$ cat src/hw/rtl/isbe_pkg.sv
// Package for the integer stack bytecode executor.
// Holds opcode constants, the instruction class decode and the ALU result type.
// No dependencies.
package isbe_pkg;

    localparam logic [7:0] OP_ICONST_M1 = 8'h02;
    localparam logic [7:0] OP_ICONST_5  = 8'h08;
    localparam logic [7:0] OP_BIPUSH    = 8'h10;
    localparam logic [7:0] OP_ILOAD_0   = 8'h1a;
    localparam logic [7:0] OP_ILOAD_3   = 8'h1d;
    localparam logic [7:0] OP_ISTORE_0  = 8'h3b;
    localparam logic [7:0] OP_ISTORE_3  = 8'h3e;
    localparam logic [7:0] OP_IADD      = 8'h60;
    localparam logic [7:0] OP_ISUB      = 8'h64;
    localparam logic [7:0] OP_IMUL      = 8'h68;
    localparam logic [7:0] OP_IINC      = 8'h84;
    localparam logic [7:0] OP_IF_ICMPLT = 8'ha1;
    localparam logic [7:0] OP_IRETURN   = 8'hac;

    localparam logic [31:0] CONST_BIAS = 32'd3;

    typedef enum logic [3:0] {
        CLS_NOP,
        CLS_CONST,
        CLS_BIPUSH,
        CLS_LOAD,
        CLS_STORE,
        CLS_ARITH,
        CLS_IINC,
        CLS_CMPLT,
        CLS_RET
    } op_class_t;

    typedef struct packed {
        logic [31:0] value;
        logic        cmp_less;
    } alu_res_t;

    function automatic op_class_t decode_op(logic [7:0] op);
        op_class_t cls;
        unique case (op) inside
            [OP_ICONST_M1:OP_ICONST_5]:    cls = CLS_CONST;
            OP_BIPUSH:                     cls = CLS_BIPUSH;
            [OP_ILOAD_0:OP_ILOAD_3]:       cls = CLS_LOAD;
            [OP_ISTORE_0:OP_ISTORE_3]:     cls = CLS_STORE;
            OP_IADD, OP_ISUB, OP_IMUL:     cls = CLS_ARITH;
            OP_IINC:                       cls = CLS_IINC;
            OP_IF_ICMPLT:                  cls = CLS_CMPLT;
            OP_IRETURN:                    cls = CLS_RET;
            default:                       cls = CLS_NOP;
        endcase
        return cls;
    endfunction

endpackage

$ cat src/hw/rtl/isbe_alu.sv
// Execute datapath: pushes (constant, byte, local), add, sub, mul, iinc, compare.
// Depends on isbe_pkg for opcodes, the class type and the result struct.
module isbe_alu (
    input  isbe_pkg::op_class_t cls,
    input  logic [7:0]          func,
    input  logic [7:0]          arg,
    input  logic signed [7:0]   arg2,
    input  logic [31:0]         top,
    input  logic [31:0]         below,
    input  logic [31:0]         local_q,
    output isbe_pkg::alu_res_t  res
);
    import isbe_pkg::*;

    logic [31:0] prod;

    assign prod = 32'(below * top);

    always_comb
    begin
        res.value    = '0;
        res.cmp_less = 1'b0;
        case (cls)
            CLS_CONST:  res.value = 32'(func) - CONST_BIAS;
            CLS_BIPUSH: res.value = {{24{arg[7]}}, arg};
            CLS_LOAD:   res.value = local_q;
            CLS_STORE,
            CLS_RET:    res.value = top;
            CLS_ARITH:
            begin
                case (func)
                    OP_IADD: res.value = below + top;
                    OP_ISUB: res.value = below - top;
                    default: res.value = prod;
                endcase
            end
            CLS_IINC:   res.value = local_q + 32'(arg2);
            CLS_CMPLT:  res.cmp_less = $signed(below) < $signed(top);
            default:    res.value = '0;
        endcase
    end

endmodule

$ cat config.mk
export PLATFORM = sky130hd
export DESIGN_NAME = isbe_alu
export DESIGN_NICKNAME = d
export VERILOG_FILES = /design/src/hw/rtl/isbe_pkg.sv /design/src/hw/rtl/isbe_alu.sv
export SDC_FILE = /design/constraint.sdc
export NUM_CORES = 1
export LEC_CHECK = 0
export CAP_MARGIN = 20
export CORE_MARGIN = 2
export CORE_UTILIZATION = 40
export DETAILED_ROUTE_END_ITERATION = 6
export DONT_BUFFER_PORTS = 1
export SLEW_MARGIN = 0
export SYNTH_ARGS = -nofsm -noshare
export SYNTH_HDL_FRONTEND = slang
export SYNTH_SLANG_ARGS = --single-unit
export TNS_END_PERCENT = 10
$ cat constraint.sdc
create_clock -name vclk -period 12.35
set_input_delay 0.6175 -clock vclk [all_inputs]
set_output_delay 0.6175 -clock vclk [all_outputs]
set_load 0.01 [all_outputs]
==> results.txt, run 1 <==
The startpoint kind of the worst setup timing path is an input port. Average wire per standard cell: 23.6 µm. The biggest fanout along the worst timing path was 20; the total global routing overflow was 0. In this run the most used layer during global routing was met2. Routability-driven placement finished with a final weighted congestion of 0.988. The number of hold buffers added after CTS was 0.

For this run, the number of standard cells in the final layout without fillers is 3161. The critical path starts at below[13]. The number of instances in the synthesized netlist is 2587, and the post-synthesis average cell area is 8.21 µm². Sort of element at the end of the critical path: an output pin. In the layout the commonest cells are sky130_fd_sc_hd__inv_1, sky130_fd_sc_hd__fa_1, sky130_fd_sc_hd__nand2_1. The logs give 21200 µm² for the synthesized cell area and 0 for the number of routed nets with antenna violations. The logs give 47.8% for the met2 track demand over resource and 0 for the number of post-CTS setup repair buffers.

The run gives 0 as the number of warning messages in the yosys log. For the count of final hold-check violations, the log shows 0. The number of global-route vias before repair came out at 19078. The highest attainable clock frequency was 0.120 GHz; the post-synthesis net count was 3341. Max-cap violations in this run came to 0. Global routing consumed, on the met1 layer, 35.0% of the routing resources.

The number of gates given a new drive strength after cts came out at 0. For this run, global-route usage on met3 was measured as 2.99%. The detailed-routing iteration count for the pre-antenna-repair pass is 6. The category of the critical setup timing path is in2out.

The final layout contains routed wiring with a total length of 74.6 mm. The number of antenna violations at the first check in global routing was 10; the residual DRC count was 0. The cell count after placement was 3155; the setup TNS after final layout was 0 ns. In this run the standard cell core region covers 52600 µm².

The tools report the number of I/O pins as 157. At the pin with the least slew margin, the transition time is 1.14 ns. For this block, the initial DRC count from the detailed router was 1370.

The final layout contains 3223 nets. Setup violations remaining at the end of the flow were counted as 0. The count of buffers added on input and output ports is 0. The type of the tightest min-delay check is in2out. Relative to the synthesized area, the layout overhead comes to 2.13%. For the arrival time at the worst endpoint, the log shows 7.71 ns. Summing over every cut layer, the via total after detailed routing is 18085. The overall global routing resource usage is 27.7%, and the height of the die is 234 µm. Summing the sequential cell areas from Yosys gives 0% of the chip area.

After layout, the clock buffer instance count stands at 0. STA puts the critical path data required time at 11.73 ns. The run finished with clean final reports. The post-route netlist has 0.811% of its cells at a drive strength greater than 1. For the wire length of the first global-routing pass, the log shows 115 mm.

The initialized floorplan defines 84 standard-cell rows. Setup repair after global routing left no endpoint under its margin. Entering global routing, the biggest net connects 61 pins. The sequential cell count came out at 0. The library cell used most frequently in the layout, excluding fill and tap cells, is sky130_fd_sc_hd__inv_1. The sequential cells in the finished layout cover a total of 0 µm². The final period demand of the worst path was 8.33 ns; the relative slew slack was 24.1%.

The floorplan step set the die width to 234 µm. The netlist uses 69 different library cells. The end of the critical path was res[32].

Once detailed placement completed, the half-perimeter wirelength came to 59.5 mm. The worst path uses 67.4% of the clock period. Once the floorplan was initialized, standard cells occupied 40.4% of the core.

The run gives 0 as the max-slew violation count. The run gives 55000 µm² as the area enclosed by the die boundary. Post-detailed-route via-to-cell ratio: 5.72.
==> synthesized netlist by cell type, types with 8 or more instances <==
cell	number	area, µm²
sky130_fd_sc_hd__inv_1	451	1690
sky130_fd_sc_hd__fa_1	411	8230
sky130_fd_sc_hd__nand2_1	279	1050
sky130_fd_sc_hd__and2_1	258	1610
sky130_fd_sc_hd__ha_1	219	2740
sky130_fd_sc_hd__nor2_1	135	507
sky130_fd_sc_hd__a21oi_1	121	606
sky130_fd_sc_hd__clkbuf_1	120	450
sky130_fd_sc_hd__xnor2_1	107	937
sky130_fd_sc_hd__o21ai_0	93	465
sky130_fd_sc_hd__xor2_1	33	289
sky130_fd_sc_hd__a21o_1	28	210
sky130_fd_sc_hd__nor3_1	26	130
sky130_fd_sc_hd__nand2b_1	23	144
sky130_fd_sc_hd__a221oi_1	21	184
sky130_fd_sc_hd__nor2b_1	18	113
sky130_fd_sc_hd__o21a_1	18	135
sky130_fd_sc_hd__a211oi_1	16	120
sky130_fd_sc_hd__nand3_1	16	80.1
sky130_fd_sc_hd__a31oi_1	14	87.6
sky130_fd_sc_hd__o211ai_1	12	90.1
sky130_fd_sc_hd__o21bai_1	12	90.1
sky130_fd_sc_hd__o31ai_1	12	90.1
sky130_fd_sc_hd__a221o_1	10	100
sky130_fd_sc_hd__a222oi_1	10	100
sky130_fd_sc_hd__nand4_1	9	56.3
sky130_fd_sc_hd__o221ai_1	9	78.8
sky130_fd_sc_hd__or3_1	8	50.1
==> layer usage <==
metal	up-vias	wire length (µm)
met1	9160	29400
li1	7956	-
met3	181	4930
met2	782	36200
met4	6	3990
met5	-	59
==> worst max-delay path: stages <==
cell and delay [ns]:
sky130_fd_sc_hd__and2_1 0.17, sky130_fd_sc_hd__fa_1 0.58, sky130_fd_sc_hd__fa_1 0.45, sky130_fd_sc_hd__fa_1 0.51
sky130_fd_sc_hd__inv_1 0.06, sky130_fd_sc_hd__fa_1 0.47, sky130_fd_sc_hd__inv_1 0.05, sky130_fd_sc_hd__fa_1 0.51
sky130_fd_sc_hd__inv_1 0.06, sky130_fd_sc_hd__fa_1 0.52, sky130_fd_sc_hd__inv_1 0.04, sky130_fd_sc_hd__fa_1 0.49
sky130_fd_sc_hd__fa_1 0.42, sky130_fd_sc_hd__ha_1 0.36, sky130_fd_sc_hd__and3_1 0.19, sky130_fd_sc_hd__o21ai_0 0.13
sky130_fd_sc_hd__nor2b_1 0.18, sky130_fd_sc_hd__o21ai_0 0.09, sky130_fd_sc_hd__a21oi_1 0.35, sky130_fd_sc_hd__o21ai_1 0.19
sky130_fd_sc_hd__a41oi_1 0.37, sky130_fd_sc_hd__nand2_1 0.09, sky130_fd_sc_hd__a31oi_1 0.22, sky130_fd_sc_hd__xnor2_1 0.10
sky130_fd_sc_hd__o21ai_0 0.45
==> worst min-delay path by stage <==
stage,startpoint,endpoint,slack [ns],cells past startpoint
2_1_floorplan,cls[1],res[0],1.34,2
3_3_place_gp,local_q[16],res[17],1.42,2
3_5_place_dp,local_q[16],res[17],1.41,2
4_1_cts,local_q[16],res[17],1.41,2
5_1_grt,local_q[17],res[18],1.43,2
6_report,local_q[16],res[17],1.41,2
==> area by class of cell <==
cell class | instances | area [µm²]
well taps | 688 | 861
multi-input cells | 2008 | 19100
inverters | 452 | 1700
fillers | 5407 | 30900
diodes | 6 | 15.0
repair buffers | 7 | 52.6
==> kinds of logic after synthesis <==
| group | after synthesis | share of synthesized area (%) |
|---|---|---|
| AOI/OAI and AO/OA | 429 | 13.4 |
| xor gates and xnor gates | 140 | 5.77 |
| adders and majority gates | 630 | 51.6 |
| buffers and inverters | 579 | 10.3 |
| muxes | 6 | 0.283 |
| and+or+nand+nor | 803 | 18.7 |
==> per-stage QoR <==
stage          setup WS [ns]  cell area, µm²  utilization [%]  hold WS (ns)
3_5_place_dp            4.07           21700             41.2          1.41
2_1_floorplan           4.32           21200                -          1.34
4_1_cts                 4.05           21700             41.2          1.41
3_3_place_gp            4.13           21700             41.2          1.42
5_1_grt                 3.68           21700             41.3          1.43
6_report                4.02           21700             41.3          1.41
Power of run 1 is not shown: default switching activity piles up to over one toggle a cycle in this logic, so the estimate is an artifact.
==> run 2, diff against run 1 <==
==> constraint.sdc (replaced) <==
create_clock -name vclk -period 8.4
set_input_delay 0.42 -clock vclk [all_inputs]
set_output_delay 0.42 -clock vclk [all_outputs]
set_load 0.01 [all_outputs]
==> run 2 against run 1 <==
  * The flow now finishes with violations (design-rule violations)
  * Final cell count about the same
  * Design area about the same
  * Non-clock buffer count increased by 1
  * Core utilization about the same
  * Setup slack got worse by 3.6 ns
  * Flip-flop and latch count unchanged
  * Worst hold slack got worse by 0.39 ns
  * Highest routed layer unchanged
==> results.txt, run 2 (same netlist as run 1, synthesis figures left out) <==
The flow ran to the end, but the final reports show violations. The checks that failed: design-rule violations. Summed over all failing endpoints, the final setup total negative slack is 0 ns.

The number of global-route vias before repair was 19092. The finished layout holds 3160 standard cells, fillers aside. Data arrives at the worst endpoint at 7.55 ns. The layout has 0 clock buffers. The startpoint identified for the worst hold timing path is local_q[10]. The area growth from synthesis to layout is 2.14%. In the final design database the tool counted 3224 nets. The biggest fanout along the worst timing path came out at 30. The highest attainable clock frequency was 0.125 GHz. The number of maximum-capacitance violations came out at 0. The tools report the overall global routing resource usage as 27.7%.

157 I/O pins were placed. The core region is 52600 µm². Buffer and inverter count on the worst path: 4. The logs give 59.0 mm for the detailed-placement wirelength estimate and 0 for the max-slew violation count. The tools report the count of final hold-check violations as 0. Gates resized during post-CTS repair numbered 0.

In the final routed layout, each cell accounts on average for 23.6 µm. The global-route track usage on met3 was 3.72%. In the layout the commonest cells are sky130_fd_sc_hd__inv_1, sky130_fd_sc_hd__fa_1, sky130_fd_sc_hd__nand2_1. The tools report the met2 track demand over resource as 46.8%. In this run, placement finished with an instance count of 3156.

The total global routing overflow was 0; the share of cells above drive strength 1 was 0.851%. For this run, the slowest stage of the critical path takes 0.55 ns. For the number of post-CTS setup repair buffers, the log shows 0.

The layer flagged by global routing as most heavily used is met2. The library cell used most frequently in the layout, excluding fill and tap cells, is sky130_fd_sc_hd__inv_1. Category of the critical setup timing path: in2out. The utilization of the core after routing is 41.3%, and the via count is 18197. Critical path launch point: top[2]. Setup violations remaining at the end of the flow were counted as 0. Post-detailed-route via-to-cell ratio: 5.76. Area enclosed by the die boundary: 55000 µm². The run gives 1 as the residual DRC count.

The tools report the initial standard-cell utilization of the core as 40.4%. For the detailed-routing iteration count for the pre-antenna-repair pass, the log shows 7. The endpoint with the worst hold slack was res[11]. The first global-routing pass estimated 116 mm of wire.

The detail route stage leaves a number of antenna-violating nets equal to 0. For the pin with the worst max-slew slack, the measured transition is 1.10 ns. The height of the die is 234 µm, and the number of buffers inserted for hold repair after clock tree synthesis is 0. Wires add up to 74.5 mm. The worst setup path is launched from an input port. Setup repair after global routing left no endpoint under its margin. Broken down by cell family, the worst path's largest delay share belongs to adder cells. The worst path uses 94.9% of the clock period.

The die is 234 µm wide. The initialized floorplan defines 84 standard-cell rows. STA puts the critical path data required time at 7.98 ns. For the number of antenna violations at the first check in global routing, the log shows 7. The final weighted congestion in routability-driven placement was 0.946; the worst hold path depth was 2. Sequential cells placed in the final layout were counted as 0. The type of the tightest min-delay check is in2out.

The smallest clock period supported by the final layout is computed as 7.97 ns. The sequential cells in the finished layout cover a total of 0 µm². For this run, global-route usage on met1 was measured as 35.4%. During placement, the flow inserted port buffers numbering 0. In this run the number of cells on the critical path is 25. The starting DRC count in detailed routing was 1587. In this run the tightest slew margin relative to its limit is 26.4%.

The pin count of the biggest net entering global routing was 61. Most numerous cell on the critical path: sky130_fd_sc_hd__fa_1. STA classifies the critical path endpoint as an output pin. On the critical path, the stage with the largest delay is an instance of sky130_fd_sc_hd__fa_1.
==> run 2: through the flow <==
stage	instance area, µm²	setup slack, ns	hold slack, ns
6_report	21700	0.431	1.03
5_1_grt	21700	0.212	1.05
4_1_cts	21700	0.519	1.03
3_5_place_dp	21700	0.525	1.03
3_3_place_gp	21700	0.615	1.03
2_1_floorplan	21200	0.762	0.943
==> run 2: how the worst max path moves through the flow <==
stage          endpoint  slack [ns]
2_1_floorplan   res[29]        0.76
3_3_place_gp    res[32]        0.61
3_5_place_dp    res[32]        0.53
4_1_cts         res[32]        0.52
5_1_grt         res[32]        0.21
6_report        res[32]        0.43
==> run 2: cell type report <==
type	count	area [µm²]
inverters	452	1700
fillers	5318	30900
repair buffers	8	60.1
well taps	688	861
diodes	4	10.0
multi-input cells	2008	19100
==> run 2: routing by layer <==
metal  vias to the layer above  part of all wire, %
met5                         -                0.042
met4                         4                  5.6
met3                       197                  7.1
met2                       784                   47
met1                      9269                   40
li1                       7943                    -
Power of run 2 is left out for the same reason.
